$ cat src/hw/rtl/mavg_pkg.sv
package mavg_pkg;

  // Width of a sample and of its average (signed Q8.8).
  localparam int SAMPLE_W = 16;

  // Width of the window register and of the held-sample count.
  localparam int CNT_W = 6;

  // Window size after reset.
  localparam logic [CNT_W-1:0] WINDOW_RST = 6'd32;

  typedef enum logic [2:0] {
    ST_IDLE,
    ST_UPDATE,
    ST_ADD,
    ST_START,
    ST_DIVIDE,
    ST_OUTPUT
  } state_t;

endpackage

$ cat src/hw/rtl/moving_average_filter.sv
// Moving average over the last window_size signed Q8.8 samples, held in a
// ring memory with a running sum. Each request on the input stream yields one
// result: the sum divided by the number of samples held (truncated toward
// zero) and that count. A request is taken only once the result of the one
// before it is in the output register. SUM_W is the running-sum width (16
// plus log2 of the largest window). The bit-serial divider yields one
// quotient bit per cycle. A finished result waits in the output register
// while the next request is taken. Writing the window register empties the
// average; zero acts as a window of one and values above MAX_DEPTH act as
// MAX_DEPTH.
module moving_average_filter #(
  parameter int MAX_DEPTH = 32
) (
  input  logic                          clk,
  input  logic                          rst_n,
  // in_tdata: [15:0] sample
  input  logic                          in_tvalid,
  output logic                          in_tready,
  input  logic [15:0]                   in_tdata,
  // out_tdata: [15:0] average, [21:16] samples_held, [23:22] zero
  output logic                          out_tvalid,
  input  logic                          out_tready,
  output logic [23:0]                   out_tdata,
  input  logic                          cfg_valid,
  output logic                          cfg_ready,
  input  logic [mavg_pkg::CNT_W-1:0]    cfg_data
);

  localparam int CNT_W   = mavg_pkg::CNT_W;
  localparam int SMP_W   = mavg_pkg::SAMPLE_W;
  localparam int WIN_LIM = (1 << CNT_W) - 1;
  localparam int WIN_MAX = (MAX_DEPTH < WIN_LIM) ? MAX_DEPTH : WIN_LIM;
  localparam int SUM_W   = SMP_W + $clog2(WIN_MAX);
  localparam int SLOT_W  = $clog2(MAX_DEPTH);
  localparam int CMP_W   = (SLOT_W + 1 > CNT_W) ? SLOT_W + 1 : CNT_W;

  mavg_pkg::state_t state_r, state_nxt;

  logic signed [SMP_W-1:0]  ring_r [MAX_DEPTH];
  logic signed [SMP_W-1:0]  rd_data_r;
  logic signed [SMP_W-1:0]  sample_r;

  logic [CNT_W-1:0]         window_r;
  logic [CNT_W-1:0]         win;
  logic [SLOT_W-1:0]        slot_r, slot_nxt;
  logic [SLOT_W:0]          slot_inc;
  logic [CNT_W-1:0]         fill_r;
  logic                     full;
  logic signed [SUM_W-1:0]  sum_r;

  logic                     in_acc;
  logic                     out_free;
  logic                     div_start;
  logic                     div_busy;
  logic [SUM_W-1:0]         div_quo;
  logic                     div_neg;
  logic [SMP_W-1:0]         avg;

  logic                     out_valid_r;
  logic [SMP_W-1:0]         out_avg_r;
  logic [CNT_W-1:0]         out_held_r;
  logic                     load_out;

  // Window in force: the register forced into 1..WIN_MAX.
  always_comb begin
    if (window_r == '0) begin
      win = CNT_W'(1);
    end else if (window_r > CNT_W'(WIN_MAX)) begin
      win = CNT_W'(WIN_MAX);
    end else begin
      win = window_r;
    end
  end

  assign full     = (fill_r >= win);
  assign slot_inc = {1'b0, slot_r} + 1'b1;
  assign slot_nxt = (CMP_W'(slot_inc) == CMP_W'(win)) ? '0 : slot_inc[SLOT_W-1:0];
  assign in_acc   = in_tvalid & in_tready;
  assign out_free = ~out_valid_r | out_tready;
  assign avg      = div_neg ? (~div_quo[SMP_W-1:0] + 1'b1) : div_quo[SMP_W-1:0];

  always_comb begin
    state_nxt = state_r;
    case (state_r)
      mavg_pkg::ST_IDLE:   if (in_tvalid) state_nxt = mavg_pkg::ST_UPDATE;
      mavg_pkg::ST_UPDATE: state_nxt = mavg_pkg::ST_ADD;
      mavg_pkg::ST_ADD:    state_nxt = mavg_pkg::ST_START;
      mavg_pkg::ST_START:  state_nxt = mavg_pkg::ST_DIVIDE;
      mavg_pkg::ST_DIVIDE: if (!div_busy) state_nxt = mavg_pkg::ST_OUTPUT;
      mavg_pkg::ST_OUTPUT: if (out_free) state_nxt = mavg_pkg::ST_IDLE;
      default:             state_nxt = mavg_pkg::ST_IDLE;
    endcase
  end

  always_comb begin
    in_tready = 1'b0;
    div_start = 1'b0;
    load_out  = 1'b0;
    case (state_r)
      mavg_pkg::ST_IDLE:   in_tready = 1'b1;
      mavg_pkg::ST_START:  div_start = 1'b1;
      mavg_pkg::ST_OUTPUT: load_out  = out_free;
      default: begin
      end
    endcase
  end

  always_ff @(posedge clk) begin
    if (!rst_n) begin
      state_r <= mavg_pkg::ST_IDLE;
    end else begin
      state_r <= state_nxt;
    end
  end

  // Ring memory: the oldest sample is read as the request is taken and the
  // new one is written over it in the following cycle.
  always_ff @(posedge clk) begin
    if (in_acc) begin
      rd_data_r <= ring_r[slot_r];
      sample_r  <= in_tdata;
    end
    if (state_r == mavg_pkg::ST_UPDATE) begin
      ring_r[slot_r] <= sample_r;
    end
  end

  always_ff @(posedge clk) begin
    if (!rst_n) begin
      window_r <= mavg_pkg::WINDOW_RST;
      slot_r   <= '0;
      fill_r   <= '0;
      sum_r    <= '0;
    end else if (cfg_valid) begin
      window_r <= cfg_data;
      slot_r   <= '0;
      fill_r   <= '0;
      sum_r    <= '0;
    end else begin
      case (state_r)
        mavg_pkg::ST_UPDATE: begin
          slot_r <= slot_nxt;
          if (full) begin
            sum_r <= sum_r - {{(SUM_W-SMP_W){rd_data_r[SMP_W-1]}}, rd_data_r};
          end else begin
            fill_r <= fill_r + 1'b1;
          end
        end
        mavg_pkg::ST_ADD: begin
          sum_r <= sum_r + {{(SUM_W-SMP_W){sample_r[SMP_W-1]}}, sample_r};
        end
        default: begin
        end
      endcase
    end
  end

  mavg_div #(
    .DVD_W (SUM_W)
  ) u_div (
    .clk      (clk),
    .rst_n    (rst_n),
    .start    (div_start),
    .dividend (sum_r),
    .divisor  (fill_r),
    .busy     (div_busy),
    .quotient (div_quo),
    .negative (div_neg)
  );

  always_ff @(posedge clk) begin
    if (!rst_n) begin
      out_valid_r <= 1'b0;
    end else if (load_out) begin
      out_valid_r <= 1'b1;
    end else if (out_tready) begin
      out_valid_r <= 1'b0;
    end
  end

  always_ff @(posedge clk) begin
    if (load_out) begin
      out_avg_r  <= avg;
      out_held_r <= fill_r;
    end
  end

  assign cfg_ready  = 1'b1;
  assign out_tvalid = out_valid_r;
  assign out_tdata  = {2'b00, out_held_r, out_avg_r};

endmodule

$ cat src/hw/rtl/mavg_div.sv
module mavg_div #(
  parameter int DVD_W = 21
) (
  input  logic                           clk,
  input  logic                           rst_n,
  input  logic                           start,
  input  logic signed [DVD_W-1:0]        dividend,
  input  logic [mavg_pkg::CNT_W-1:0]     divisor,
  output logic                           busy,
  output logic [DVD_W-1:0]               quotient,
  output logic                           negative
);

  localparam int STEP_W = (DVD_W > 1) ? $clog2(DVD_W) : 1;

  logic                          busy_r, busy_nxt;
  logic [STEP_W-1:0]             step_r, step_nxt;
  logic [DVD_W-1:0]              quo_r, quo_nxt;
  logic [mavg_pkg::CNT_W-1:0]    rem_r, rem_nxt;
  logic [mavg_pkg::CNT_W-1:0]    dvs_r;
  logic                          neg_r;
  logic [mavg_pkg::CNT_W:0]      shifted;
  logic [mavg_pkg::CNT_W+1:0]    trial;
  logic                          fits;

  // One restoring step per cycle: the dividend magnitude shifts out of the
  // top of the quotient register into the remainder while quotient bits
  // shift in at the bottom.
  always_comb begin
    shifted  = {rem_r, quo_r[DVD_W-1]};
    trial    = {1'b0, shifted} - {2'b00, dvs_r};
    fits     = ~trial[mavg_pkg::CNT_W+1];
    rem_nxt  = fits ? trial[mavg_pkg::CNT_W-1:0] : shifted[mavg_pkg::CNT_W-1:0];
    quo_nxt  = {quo_r[DVD_W-2:0], fits};
    step_nxt = step_r + 1'b1;
    busy_nxt = (step_r != STEP_W'(DVD_W - 1));
  end

  always_ff @(posedge clk) begin
    if (!rst_n) begin
      busy_r <= 1'b0;
    end else if (start) begin
      busy_r <= 1'b1;
    end else if (busy_r) begin
      busy_r <= busy_nxt;
    end
  end

  always_ff @(posedge clk) begin
    if (start) begin
      neg_r  <= dividend[DVD_W-1];
      quo_r  <= dividend[DVD_W-1] ? (~dividend + 1'b1) : dividend;
      rem_r  <= '0;
      dvs_r  <= divisor;
      step_r <= '0;
    end else if (busy_r) begin
      quo_r  <= quo_nxt;
      rem_r  <= rem_nxt;
      step_r <= step_nxt;
    end
  end

  assign busy     = busy_r;
  assign quotient = quo_r;
  assign negative = neg_r;

endmodule

$ cat config.mk
export PLATFORM = sky130hd
export DESIGN_NAME = moving_average_filter
export DESIGN_NICKNAME = d
export VERILOG_FILES = /design/src/hw/rtl/mavg_pkg.sv /design/src/hw/rtl/moving_average_filter.sv /design/src/hw/rtl/mavg_div.sv
export SDC_FILE = /design/constraint.sdc
export NUM_CORES = 1
export LEC_CHECK = 0
export BUFFER_PORTS_ARGS = -buffer_cell sky130_fd_sc_hd__buf_4
export CORE_MARGIN = 3
export CORE_UTILIZATION = 59
export DETAILED_ROUTE_END_ITERATION = 7
export GPL_TIMING_DRIVEN = 0
export PLACE_DENSITY = 0.81
export SYNTH_ARGS = -nofsm -noshare
export SYNTH_HDL_FRONTEND = slang
export SYNTH_HIERARCHICAL = 1
export SYNTH_SLANG_ARGS = --single-unit
$ cat constraint.sdc
create_clock -name clk -period 4.3 [get_ports clk]
set_input_delay 1.075 -clock clk [delete_from_list [all_inputs] [get_ports clk]]
set_output_delay 1.075 -clock clk [all_outputs]
set_load 0.005 [all_outputs]
==> tab_implementation.tex, run 1 <==
\begin{tabular}{lr}
\hline
Metric & Value \\
\hline
\multicolumn{2}{l}{\textbf{Detailed routing}} \\
Vias per inst & $\sim$6.6 \\
Drc violations & 0 \\
Total Routed Length & about 69000 microns \\
Number of routed nets with antenna violations & 0 \\
DRT Pass-1 Iters & 6 \\
Drt initial violations & just over 2000 \\
Total via count in the routed design & between 15000 and 20000 \\
Routed wire per std cell & 28.87 microns \\
\multicolumn{2}{l}{\textbf{Placement}} \\
Placed insts & between 2000 and 2500 \\
Final weighted congestion of routability-driven global placement & about 1.0 \\
Input/output buffers & slightly below 50 \\
Placed wire-length estimate & 43630 microns \\
\multicolumn{2}{l}{\textbf{Critical path}} \\
Maximum net fanout on the critical path & 33 \\
Arrival @ worst endpoint & approximately 4300 ps \\
Critical path startpoint category & register \\
Data required time at the worst endpoint & between 4000 and 5000 ps \\
Capture point of the worst reg-to-reg path & sum\_r[14] \\
Worst r2r src & sample\_r[0] \\
Start-to-end type of the worst setup path & reg -> reg \\
Worst r2r path cells & 12 \\
Internal reg-to-reg setup slack & about 510 ps \\
Crit. End Element & register \\
\multicolumn{2}{l}{\textbf{Clock network}} \\
Post-CTS sizing & 0 \\
H-tree Lvls & 2 \\
Buffers from clock root to sink, at most & 3 \\
Setup Fix Bufs, Post-CTS & 0 \\
Clock tree from TritonCTS & built \\
CTS Sinks & about 650 \\
Number of buffers created by CTS & 61 \\
Cts-stage hold buffer count & 0 \\
Source-to-sink clock delay at the later pin of the worst-skew pair & $\sim$660 ps \\
Clock-pin slew of the registers on the worst-case setup and hold paths & about 60 ps \\
Master cell of the clock root buffer & clkbuf\_16 \\
\multicolumn{2}{l}{\textbf{Global routing}} \\
Antenna violations before repair & 0 \\
Largest net degree at the start of global routing & 34 \\
Via count of the first global-routing pass & roughly 16000 \\
Total overflow reported by the global router & 0 \\
Met2 Track Usage GR & 0.4728 \\
GR Layer Usage met3 & 0.06482 \\
GR Layer Usage met1 & 0.3761 \\
Global routing usage summed across all routing layers & 0.2912 \\
Wire length of the first global-routing pass & $\sim$100000 microns \\
GR peak layer & met2 \\
\multicolumn{2}{l}{\textbf{Timing}} \\
Final hold vios & 0 \\
Minimum hold slack & around 480 ps \\
\# setup viols final & 0 \\
Post-route minimum period & 3788 ps \\
Max-slew violation count & 0 \\
Total Neg Setup Slack & 0 ps \\
Max Clock Skew & about 37 ps \\
Actual slew at the worst max-slew pin & 1470 ps \\
Worst slew margin relative to its limit & 0.01985 \\
Setup repair after global routing missed its margin & false \\
Peak Freq & around 260 MHz \\
Share of the clock period used by the worst path & 0.8809 \\
\multicolumn{2}{l}{\textbf{Worst hold path}} \\
Sink of the worst hold path & u\_div/rem\_r[3] \\
Worst min-delay path startpoint & u\_div/rem\_r[3] \\
Kind of path behind the tightest hold check & reg -> reg \\
Hold Crit Depth & 2 \\
\multicolumn{2}{l}{\textbf{Final layout}} \\
Number of fill cells in the layout & around 2800 \\
Number of nets in the layout & about 1800 \\
Sequential standard cell area & approximately 0.019 sq mm \\
Share of cells above drive strength 1 & 0.2123 \\
Multi-input gate area in the final layout & 0.007760 sq mm \\
Non-Filler Instances & about 2400 \\
Area growth from synthesis to layout & 13.19\% \\
\multicolumn{2}{l}{\textbf{Synth}} \\
Seq cells post-synth & 648 \\
Number of instances in the synthesized netlist & between 1500 and 2000 \\
Cell Area, Synth & 0.02707 sq mm \\
Number of synthesis warnings & 6 \\
Post-synth cell types & 74 \\
Cell types with the largest area share after synthesis & edfxtp\_1 (66\%), mux4\_2 (11\%), dfxtp\_1 (4.0\%) \\
Share of flip-flops with an asynchronous set or reset after synthesis & 0 \\
Part of the Yosys area used for sequential elements & 0.6987 \\
Synth Flop Type & edfxtp\_1 \\
Number of enable-type register cells in the synthesized netlist & $\sim$590 \\
Post-synth top area cell & edfxtp\_1 \\
Post-synthesis area per instance & roughly 17 sq um \\
Yosys top cell area share & 0.6588 \\
\multicolumn{2}{l}{\textbf{Power and ir drop}} \\
Static Leak & 0.01004 uW \\
Psw & about 3300 uW \\
Worst IR drop on VDD & between 0.3 and 0.4 mV \\
Power per Cell Area & $\sim$450 mW/mm\^{}2 \\
Share of power burned in combinational logic & 0.087 \\
Power share of the clock group & 0.384 \\
Switching Fraction & 0.2407 \\
Design internal power & around 11000 uW \\
Sequential share of power & 0.529 \\
\multicolumn{2}{l}{\textbf{Floorplan}} \\
Horizontal extent of the die & $\sim$220 microns \\
Ports placed on the boundary & 54 \\
Die Footprint & 0.04849 sq mm \\
Core footprint & roughly 0.045 sq mm \\
Number of rows in the core area & between 70 and 80 \\
Die Span Y & roughly 220 microns \\
Initial Util & 0.6044 \\
\multicolumn{2}{l}{\textbf{Job}} \\
Total of max-cap violations & 0 \\
\multicolumn{2}{l}{\textbf{Status}} \\
Outcome & completed \\
\hline
\end{tabular}
layer usage:
layer / part of all wire / wire (microns)
met1: 0.35 / 24250
met2: 0.49 / 33850
met3: 0.11 / 7436
met4: 0.052 / 3627
met5: 0.00069 / 48
cells in the mapped netlist (all sizes together), types with 36 or more instances:
master	count
edfxtp	594
mux4	128
nor2	109
nand2	95
a21oi	65
a22oi	64
dfxtp	54
o21ai	47
ha	46
xor2	44
clkbuf	41
buf	38
xnor2	36
sequential cells by signal (all words and copies together) (netlist names):
name            cells
fill_r              6
out_tvalid          1
ring_r            512
out_held_r          6
u_div/busy          1
u_div/negative      1
u_div/quotient     21
slot_r              5
window_r            6
state_r             3
rd_data_r          16
u_div/step_r        5
sum_r              21
sample_r           16
u_div/rem_r         6
u_div/dvs_r         6
out_avg_r          16
how the worst max path moves through the flow:
stage | from | end | slack (ps) | depth (start not counted)
floorplan | rd_data_r[11] | sum_r[19] | 1240 | 10
CTS | sample_r[0] | sum_r[14] | 580 | 12
global placement | rd_data_r[2] | sum_r[18] | 650 | 15
finish | sample_r[0] | sum_r[14] | 510 | 12
global route | sample_r[0] | sum_r[14] | 210 | 12
detailed placement | sample_r[0] | sum_r[14] | 630 | 12
placed cells by master, fill, tap and decap left out, types with 19 or more instances in the layout:
master and count:
xnor2_1 36, ha_1 46, a22oi_1 64, mux4_2 128, a21oi_1 62, nand2_1 94
o21ai_0 40, dfxtp_1 54, buf_2 22, clkbuf_16 62, nand4_1 28, edfxtp_1 594
clkbuf_1 48, xor2_1 44, buf_8 19, buf_4 55, nor2_2 33, nor2_1 76
inv_1 29
power by group through the flow:
stage	registers, uW	clock network, uW	logic (uW)
4_1_cts	7380	5360	1150
2_1_floorplan	7370	0	861
5_1_grt	7370	5600	1320
3_5_place_dp	7510	0	1140
3_3_place_gp	7480	0	1100
6_report	7350	5330	1210
worst max-delay path: stages, from the launching register on:
cell and delay (ps):
edfxtp_1 1300, nand2_1 90, o21ai_0 180, ha_1 220, inv_1 60, fa_1 370
nand2b_1 200, a21oi_2 250, nor2_1 130, o21a_1 230, o31ai_2 330, xnor2_1 100
a211oi_1 220
logic make-up (layout without fill, tap and decap cells):
kind of cell    after synthesis  in the layout  share of synthesized area
compound gates              243            243                    0.05994
xor+xnor                     80             80                    0.02588
fa+ha+maj                    48             48                    0.02274
buf+inv                     108            296                    0.01761
flops                       648            648                     0.6987
mux                         147            147                     0.1136
other cells                   2              4                  0.0002774
simple gates                339            339                    0.06119
metrics by stage:
step                power, uW  setup WS (ps)  cell area (sq um)    util
finish                  13900          512.1              30650  0.6841
global route            14290          214.9              30640  0.6840
CTS                     13880          583.7              30530  0.6816
detailed placement       8646          626.1              28550  0.6374
global placement         8585          647.6              28190  0.6292
floorplan                8233           1236              27080       -
final cells by class:
| class | count | share of cell area |
|---|---|---|
| Timing Repair Buffer | 73 | 0.02515 |
| Clock inverter | 45 | 0.01294 |
| Clock buffer | 70 | 0.05160 |
| Buffer | 79 | 0.01200 |
| Tap cell | 592 | 0.02417 |
| Sequential cell | 648 | 0.6173 |
| Multi-Input combinational cell | 860 | 0.2532 |
| Inverter | 29 | 0.003552 |
| Antenna cell | 1 | 0.00008165 |
No activity file was read; power rests on OpenSTA's default activity.
==> run 2, diff against run 1 <==
--- a/config.mk
+++ b/config.mk
@@ -7,10 +7,11 @@
 export LEC_CHECK = 0
 export BUFFER_PORTS_ARGS = -buffer_cell sky130_fd_sc_hd__buf_4
 export CORE_MARGIN = 3
-export CORE_UTILIZATION = 59
+export CORE_UTILIZATION = 35
 export DETAILED_ROUTE_END_ITERATION = 7
 export GPL_TIMING_DRIVEN = 0
-export PLACE_DENSITY = 0.81
+export PLACE_DENSITY = 0.55
+export SLEW_MARGIN = 5
 export SYNTH_ARGS = -nofsm -noshare
 export SYNTH_HDL_FRONTEND = slang
 export SYNTH_HIERARCHICAL = 1
==> run 2 against run 1 <==
Count of clock-buffer cells in the layout increased by 17. Via count shrank 4.4%. Hold slack worse by 13 ps. Combinational power increased by 9%. First-iteration DRC count fell by 34%. Critical path type unchanged. Highest routed layer is now met4.
==> tab_implementation.tex, run 2 (same netlist as run 1, synthesis figures left out) <==
\begin{tabular}{lr}
\hline
Metric & Value \\
\hline
\multicolumn{2}{l}{\textbf{Power and ir drop}} \\
Psw & 3387 uW (+1.3\%) \\
Static Leak & 0.01028 uW (+2.4\%) \\
Share of power burned in combinational logic & 0.092 (+0.005) \\
Design internal power & 10850 uW (+2.9\%) \\
Worst IR drop on VDD & 0.2781 mV (-23\%) \\
Sequential share of power & 0.513 (-0.016) \\
Power per Cell Area & 448.4 mW/mm\^{}2 (-1.1\%) \\
Power share of the clock group & 0.394 (+0.010) \\
Switching Fraction & 0.2379 (-0.002795) \\
\multicolumn{2}{l}{\textbf{Floorplan}} \\
Die Span Y & 284.1 microns (+29\%) \\
Die Footprint & 0.08073 sq mm (+66\%) \\
Ports placed on the boundary & 54 (unchanged) \\
Core footprint & 0.07633 sq mm (+70\%) \\
Horizontal extent of the die & 284.1 microns (+29\%) \\
Number of rows in the core area & 101 (+31\%) \\
Initial Util & 0.3547 (-0.2496) \\
\multicolumn{2}{l}{\textbf{Clock network}} \\
CTS Sinks & 648 (unchanged) \\
Number of buffers created by CTS & 68 (+11\%) \\
Cts-stage hold buffer count & 0 (unchanged) \\
Master cell of the clock root buffer & clkbuf\_16 \\
Clock-pin slew of the registers on the worst-case setup and hold paths & 60 ps (about the same) \\
H-tree Lvls & 3 (+1) \\
Source-to-sink clock delay at the later pin of the worst-skew pair & 620 ps (-40 ps) \\
Buffers from clock root to sink, at most & 3 (unchanged) \\
Setup Fix Bufs, Post-CTS & 0 (unchanged) \\
Post-CTS sizing & 0 (unchanged) \\
Clock tree from TritonCTS & built \\
\multicolumn{2}{l}{\textbf{Detailed routing}} \\
DRT Pass-1 Iters & 7 (+1) \\
Number of routed nets with antenna violations & 0 (unchanged) \\
Routed wire per std cell & 24.47 microns (-15\%) \\
Vias per inst & 5.315 (-20\%) \\
Drc violations & 0 (unchanged) \\
Total Routed Length & 70040 microns (+1.2\%) \\
Drt initial violations & 1345 (-34\%) \\
Total via count in the routed design & 15210 (-4.4\%) \\
\multicolumn{2}{l}{\textbf{Final layout}} \\
Antenna diode instance count & 0 (-1) \\
Top register by number of flip-flops & ring\_r \\
Flip-flop count of the largest register after layout & 512 (unchanged) \\
Number of fill cells in the layout & 6856 (+140\%) \\
Most common cell after layout, fill and taps aside & edfxtp\_1 \\
Total non-filler cell area in the finished layout & 0.03176 sq mm (+3.6\%) \\
Share of cells above drive strength 1 & 0.2205 (+0.008218) \\
Leading cell types in the layout, fill and taps excluded & edfxtp\_1 (594), mux4\_2 (128), nand2\_1 (94) \\
Area growth from synthesis to layout & 17.30\% \\
Number of nets in the layout & 1853 (+1.4\%) \\
\multicolumn{2}{l}{\textbf{Global routing}} \\
Via count of the first global-routing pass & 15240 (-3.6\%) \\
Largest net degree at the start of global routing & 34 (unchanged) \\
Global routing usage summed across all routing layers & 0.1725 (-0.1186) \\
Total overflow reported by the global router & 0 (unchanged) \\
Wire length of the first global-routing pass & 102600 microns (+0.43\%) \\
Antenna violations before repair & 0 (unchanged) \\
\multicolumn{2}{l}{\textbf{Critical path}} \\
Critical path startpoint category & register \\
Maximum net fanout on the critical path & 10 (-70\%) \\
Data required time at the worst endpoint & 4800 ps (-40 ps) \\
Crit path buffers/inverters & 4 (+3) \\
Delay of the slowest critical-path stage & 380 ps (-920 ps) \\
Max stage delay cell, worst path & clkbuf\_1 \\
Arrival @ worst endpoint & 4240 ps (-90 ps) \\
Crit. End Element & register \\
Ordered list of cells on the worst path & buf\_4, nor2\_2, and2\_4, buf\_6, clkbuf\_1, nand2\_1, o21ai\_0, ha\_1, inv\_1, fa\_1, nand2b\_1, a21oi\_2, nor2\_1, o21a\_1, o31ai\_2, xnor2\_1, a211oi\_1 \\
Cell family with the largest share of critical-path delay & compound AO/OA/AOI/OAI gates \\
Start-to-end type of the worst setup path & reg -> reg \\
\multicolumn{2}{l}{\textbf{Timing}} \\
Max-slew violation count & 0 (unchanged) \\
Worst slew margin relative to its limit & 0.08719 (+0.06735) \\
Minimum hold slack & 470.0 ps (-12.64 ps) \\
Total Neg Setup Slack & 0 ps (unchanged) \\
Actual slew at the worst max-slew pin & 1369 ps (-101.0 ps) \\
Post-route minimum period & 3738 ps (-49.91 ps) \\
Peak Freq & 267.5 MHz (+1.3\%) \\
Setup repair after global routing missed its margin & false \\
\# setup viols final & 0 (unchanged) \\
Final hold vios & 0 (unchanged) \\
Share of the clock period used by the worst path & 0.8693 (-0.01161) \\
Max Clock Skew & 38.49 ps (+1.499 ps) \\
\multicolumn{2}{l}{\textbf{Status}} \\
Outcome & completed \\
\multicolumn{2}{l}{\textbf{Placement}} \\
Input/output buffers & 49 (unchanged) \\
Placed wire-length estimate & 48490 microns (+11\%) \\
Instance area after placement & 0.02946 sq mm (+3.2\%) \\
Final weighted congestion of routability-driven global placement & 0.8957 (-10\%) \\
\multicolumn{2}{l}{\textbf{Job}} \\
Total of max-cap violations & 0 (unchanged) \\
\multicolumn{2}{l}{\textbf{Worst hold path}} \\
Kind of path behind the tightest hold check & reg -> reg \\
\hline
\end{tabular}
[run 2: through the flow]
| stage | setup WS [ps] | total power (uW) | util | std cells |
|---|---|---|---|---|
| detailed placement | 459.3 | 8730 | 0.3860 | 2731 |
| global route | 262.6 | 14770 | 0.4161 | 2862 |
| floorplan | 1236 | 8233 | - | 1616 |
| global placement | 478.3 | 8648 | 0.3765 | 2695 |
| finish | 562.0 | 14240 | 0.4161 | 2862 |
| CTS | 456.8 | 14330 | 0.4137 | 2855 |
[run 2: worst min-delay path: stages, from the launching register on]
cell	delay [ps]
dfxtp_1	320
nand2_1	50
o21ai_1	50
[run 2: worst paths after layout]
path         slack, ps  cells past startpoint            from              to
max                560                     17      state_r[0]       sum_r[14]
min                470                      2  u_div/rem_r[3]  u_div/rem_r[3]
max reg2reg        560                     17      state_r[0]       sum_r[14]
min reg2reg        470                      2  u_div/rem_r[3]  u_div/rem_r[3]
[run 2: power groups by stage]
stage                     sequential [uW]  clock, uW  combinational, uW
after floorplan                      7370          0                861
after global placement               7510          0               1140
after detailed placement             7490          0               1240
after CTS                            7350       5730               1250
after global routing                 7330       5990               1450
final                                7310       5620               1320
[run 2: cell type report]
class	instances	area [sq um]	area share
tap	1030	1289	0.04058
clock buffer	87	1793	0.05646
sequential	648	18920	0.5957
buffer	79	367.9	0.01158
inverter	29	108.9	0.003428
timing repair buffer	92	1197	0.03770
clock inverter	37	321.6	0.01013
multi-input combinational	860	7762	0.2444
[run 2: per-layer routing]
| metal | vias up | global-route usage | share of wire | routed length [microns] |
|---|---|---|---|---|
| met2 | 580 | 0.2814 | 0.48 | 33450 |
| li1 | 6733 | - | - | - |
| met1 | 7776 | 0.2268 | 0.41 | 28790 |
| met5 | - | 0 | 0 | 0 |
| met4 | 0 | 0.05298 | 0.031 | 2181 |
| met3 | 122 | 0.04515 | 0.080 | 5617 |
==> run 3, diff against run 2 <==
--- a/config.mk
+++ b/config.mk
@@ -5,6 +5,7 @@
 export SDC_FILE = /design/constraint.sdc
 export NUM_CORES = 1
 export LEC_CHECK = 0
+export ABC_AREA = 1
 export BUFFER_PORTS_ARGS = -buffer_cell sky130_fd_sc_hd__buf_4
 export CORE_MARGIN = 3
 export CORE_UTILIZATION = 35
==> run 3 against run 2 <==
Cell count is 31% higher. Largest power group unchanged. Global-route usage is 3.0 points higher. Combinational power is 13% higher.
==> tab_implementation.tex, run 3 <==
\begin{tabular}{lr}
\hline
Metric & Value \\
\hline
\multicolumn{2}{l}{\textbf{Timing}} \\
Share of the clock period used by the worst path & 0.8741 (+0.004813) \\
Max-slew violation count & 0 (unchanged) \\
Post-layout worst setup margin & 541.3 ps (-20.69 ps) \\
Worst slew margin relative to its limit & 0.09545 (+0.008259) \\
Peak Freq & 266.1 MHz (-0.55\%) \\
Minimum hold slack & 478.0 ps (+7.974 ps) \\
Max Clock Skew & 38.19 ps (-0.2981 ps) \\
Actual slew at the worst max-slew pin & 1357 ps (-12.39 ps) \\
Post-route minimum period & 3759 ps (+20.69 ps) \\
\# setup viols final & 0 (unchanged) \\
Setup repair after global routing missed its margin & false \\
Total Neg Setup Slack & 0 ps (unchanged) \\
Final hold vios & 0 (unchanged) \\
\multicolumn{2}{l}{\textbf{Critical path}} \\
Crit path from & state\_r[2] \\
Instance count on the critical path & 19 (+2) \\
Cell family with the largest share of critical-path delay & simple AND/OR/NAND/NOR gates \\
Last element of the critical path & sum\_r[18] \\
Crit path buffers/inverters & 6 (+2) \\
Max stage delay cell, worst path & dfxtp\_1 \\
Start-to-end type of the worst setup path & reg -> reg \\
Capture point of the worst reg-to-reg path & sum\_r[18] \\
Ordered list of cells on the worst path & inv\_1, nand3\_1, buf\_2, inv\_1, clkbuf\_1, o21ai\_0, ha\_1, inv\_1, fa\_1, o21ai\_2, nand2\_1, nand2\_1, nand2\_1, nand2\_1, nand2\_1, nand3\_1, nand3\_1, nand2\_1, inv\_1 \\
Critical path startpoint category & register \\
Worst r2r path cells & 19 (+2) \\
Maximum net fanout on the critical path & 10 (unchanged) \\
Data required time at the worst endpoint & 4810 ps (about the same) \\
Critical Path Most Common Cell & nand2\_1 \\
Internal reg-to-reg setup slack & 540 ps (-20 ps) \\
Worst r2r src & state\_r[2] \\
Crit. End Element & register \\
Arrival @ worst endpoint & 4270 ps (+30 ps) \\
Delay of the slowest critical-path stage & 510 ps (+130 ps) \\
\multicolumn{2}{l}{\textbf{Power and ir drop}} \\
Power per Cell Area & 441.2 mW/mm\^{}2 (-1.6\%) \\
Static Leak & 0.01186 uW (+15\%) \\
Worst IR drop on VDD & 0.3093 mV (+11\%) \\
\multicolumn{2}{l}{\textbf{Detailed routing}} \\
Drc violations & 0 (unchanged) \\
Routed wire per std cell & 23.02 microns (-5.9\%) \\
Number of routed nets with antenna violations & 0 (unchanged) \\
Total via count in the routed design & 20130 (+32\%) \\
Vias per inst & 5.372 (+1.1\%) \\
Total Routed Length & 86240 microns (+23\%) \\
DRT Pass-1 Iters & 5 (-2) \\
Drt initial violations & 2416 (+80\%) \\
\multicolumn{2}{l}{\textbf{Status}} \\
Outcome & completed \\
\multicolumn{2}{l}{\textbf{Synth}} \\
Combinational family with the most area after synthesis & simple AND/OR/NAND/NOR gates \\
Seq cells post-synth & 648 (unchanged) \\
Number of enable-type register cells in the synthesized netlist & 594 (unchanged) \\
Share of flip-flops with an asynchronous set or reset after synthesis & 0 (unchanged) \\
Arithmetic-cell share of the synthesized area counting full adders, half adders and majority gates & 0.02192 (-0.0008135) \\
Count leader, synth & edfxtp\_1 \\
Compound-gate portion of the synthesized area & 0.1172 (+0.05730) \\
Post-synth top area cell & edfxtp\_1 \\
Part of the Yosys area used for sequential elements & 0.6737 (-0.02500) \\
Number of synthesis warnings & 6 (unchanged) \\
Cell types with the largest area share after synthesis & edfxtp\_1 (64\%), nor2\_1 (5.6\%), o21ai\_0 (4.9\%) \\
Number of instances in the synthesized netlist & 2474 (+53\%) \\
Post-synthesis area per instance & 11.35 sq um (-32\%) \\
Cell Area, Synth & 0.02808 sq mm (+3.7\%) \\
Share of synthesized cell area in and, or, nand and nor gates & 0.1298 (+0.06866) \\
Yosys top cell area share & 0.6352 (-0.02357) \\
Parity-gate share of the synthesized area counting xor and xnor cells & 0.01341 (-0.01247) \\
Mux contribution to synthesized area & 0 (-0.1136) \\
Post-synth cell types & 51 (-31\%) \\
Synth Flop Type & edfxtp\_1 \\
Post-synth top cells & edfxtp\_1 (594), nor2\_1 (421), nand2\_1 (316), o21ai\_0 (277), inv\_1 (142) \\
\multicolumn{2}{l}{\textbf{Global routing}} \\
Wire length of the first global-routing pass & 125700 microns (+23\%) \\
Largest net degree at the start of global routing & 35 (+2.9\%) \\
Total overflow reported by the global router & 0 (unchanged) \\
Global routing usage summed across all routing layers & 0.2028 (+0.03025) \\
Via count of the first global-routing pass & 19300 (+27\%) \\
Antenna violations before repair & 0 (unchanged) \\
\multicolumn{2}{l}{\textbf{Final layout}} \\
Number of nets in the layout & 2718 (+47\%) \\
Antenna diode instance count & 0 (unchanged) \\
Non-Filler Instances & 3747 (+31\%) \\
Area growth from synthesis to layout & 17.54\% \\
Share of cells above drive strength 1 & 0.1224 (-0.09817) \\
Final core utilization & 0.4164 (about the same) \\
Top register by number of flip-flops & ring\_r \\
Leading cell types in the layout, fill and taps excluded & edfxtp\_1 (594), nor2\_1 (388), nand2\_1 (316) \\
Flip-flop count of the largest register after layout & 512 (unchanged) \\
Most common cell after layout, fill and taps aside & edfxtp\_1 \\
\multicolumn{2}{l}{\textbf{Floorplan}} \\
Die Span Y & 289.2 microns (+1.8\%) \\
Die Footprint & 0.08366 sq mm (+3.6\%) \\
Initial Util & 0.3543 (-0.0004323) \\
Core footprint & 0.07926 sq mm (+3.8\%) \\
Ports placed on the boundary & 54 (unchanged) \\
Horizontal extent of the die & 289.2 microns (+1.8\%) \\
Number of rows in the core area & 103 (+2.0\%) \\
\multicolumn{2}{l}{\textbf{Clock network}} \\
Buffers from clock root to sink, at most & 3 (unchanged) \\
CTS Sinks & 648 (unchanged) \\
Source-to-sink clock delay at the later pin of the worst-skew pair & 630 ps (about the same) \\
Setup Fix Bufs, Post-CTS & 0 (unchanged) \\
Cts-stage hold buffer count & 0 (unchanged) \\
H-tree Lvls & 3 (unchanged) \\
Post-CTS sizing & 0 (unchanged) \\
Number of buffers created by CTS & 69 (+1.5\%) \\
Master cell of the clock root buffer & clkbuf\_16 \\
Clock-pin slew of the registers on the worst-case setup and hold paths & 60 ps (about the same) \\
Clock tree from TritonCTS & built \\
\multicolumn{2}{l}{\textbf{Placement}} \\
Pre-CTS setup slack & 399.7 ps (-59.53 ps) \\
Placed insts & 3617 (+32\%) \\
Placed wire-length estimate & 59460 microns (+23\%) \\
Input/output buffers & 50 (+2.0\%) \\
Final weighted congestion of routability-driven global placement & 0.8837 (-1.3\%) \\
\multicolumn{2}{l}{\textbf{Worst hold path}} \\
Hold Crit Depth & 1 (-1) \\
Worst min-delay path startpoint & u\_div/step\_r[4] \\
Kind of path behind the tightest hold check & reg -> reg \\
\multicolumn{2}{l}{\textbf{Job}} \\
Total of max-cap violations & 0 (unchanged) \\
\hline
\end{tabular}
run 3: per-stage QoR:
step	power, uW	area (sq um)
6_report	14560	33010
5_1_grt	15070	33010
4_1_cts	14610	32860
3_5_place_dp	8833	30670
3_3_place_gp	8746	29780
2_1_floorplan	8263	28090
run 3: cell families (layout without fill, tap and decap cells):
group | after synthesis | in the layout
flops | 648 | 648
simple gates | 883 | 883
other cells | 2 | 3
compound gates | 577 | 577
fa+ha+maj | 48 | 48
xor+xnor | 43 | 43
buf+inv | 273 | 495
run 3: how the worst min path moves through the flow:
stage                 endpoint  slack, ps
2_1_floorplan  u_div/step_r[4]        420
3_3_place_gp   u_div/step_r[4]        450
3_5_place_dp   u_div/step_r[4]        470
4_1_cts         u_div/rem_r[3]        480
5_1_grt        u_div/step_r[4]        500
6_report       u_div/step_r[4]        480
run 3: layout make-up:
cell class	count	area [sq um]
Clock inverter	38	349.1
Timing Repair Buffer	97	1311
Multi-Input combinational cell	1554	8043
Inverter	153	576.8
Clock buffer	87	1847
Buffer	120	646.9
Fill cell	7427	46250
Sequential cell	648	18920
Tap cell	1050	1314
run 3: where the power goes:
| part | total [uW] | switching, uW | internal [uW] |
|---|---|---|---|
| combinational | 1490 | 982 | 506 |
| sequential | 7250 | 187 | 7070 |
| clock | 5820 | 2550 | 3270 |
| total | 14600 | 3720 | 10800 |
run 3: metal layers:
layer | wire [microns] | GRT usage
met1 | 35210 | 0.2680
met2 | 40040 | 0.3270
met3 | 7364 | 0.04138
met4 | 3622 | 0.08178
met5 | 0 | 0
run 3: worst reg2reg max path, stage by stage (launching register included):
cell	delay, ps
dfxtp_1	510
inv_1	120
nand3_1	120
buf_2	250
inv_1	80
clkbuf_1	220
o21ai_0	380
ha_1	290
inv_1	70
fa_1	420
o21ai_2	360
nand2_1	90
nand2_1	110
nand2_1	60
nand2_1	170
nand2_1	120
nand3_1	110
nand3_1	90
nand2_1	70
inv_1	30
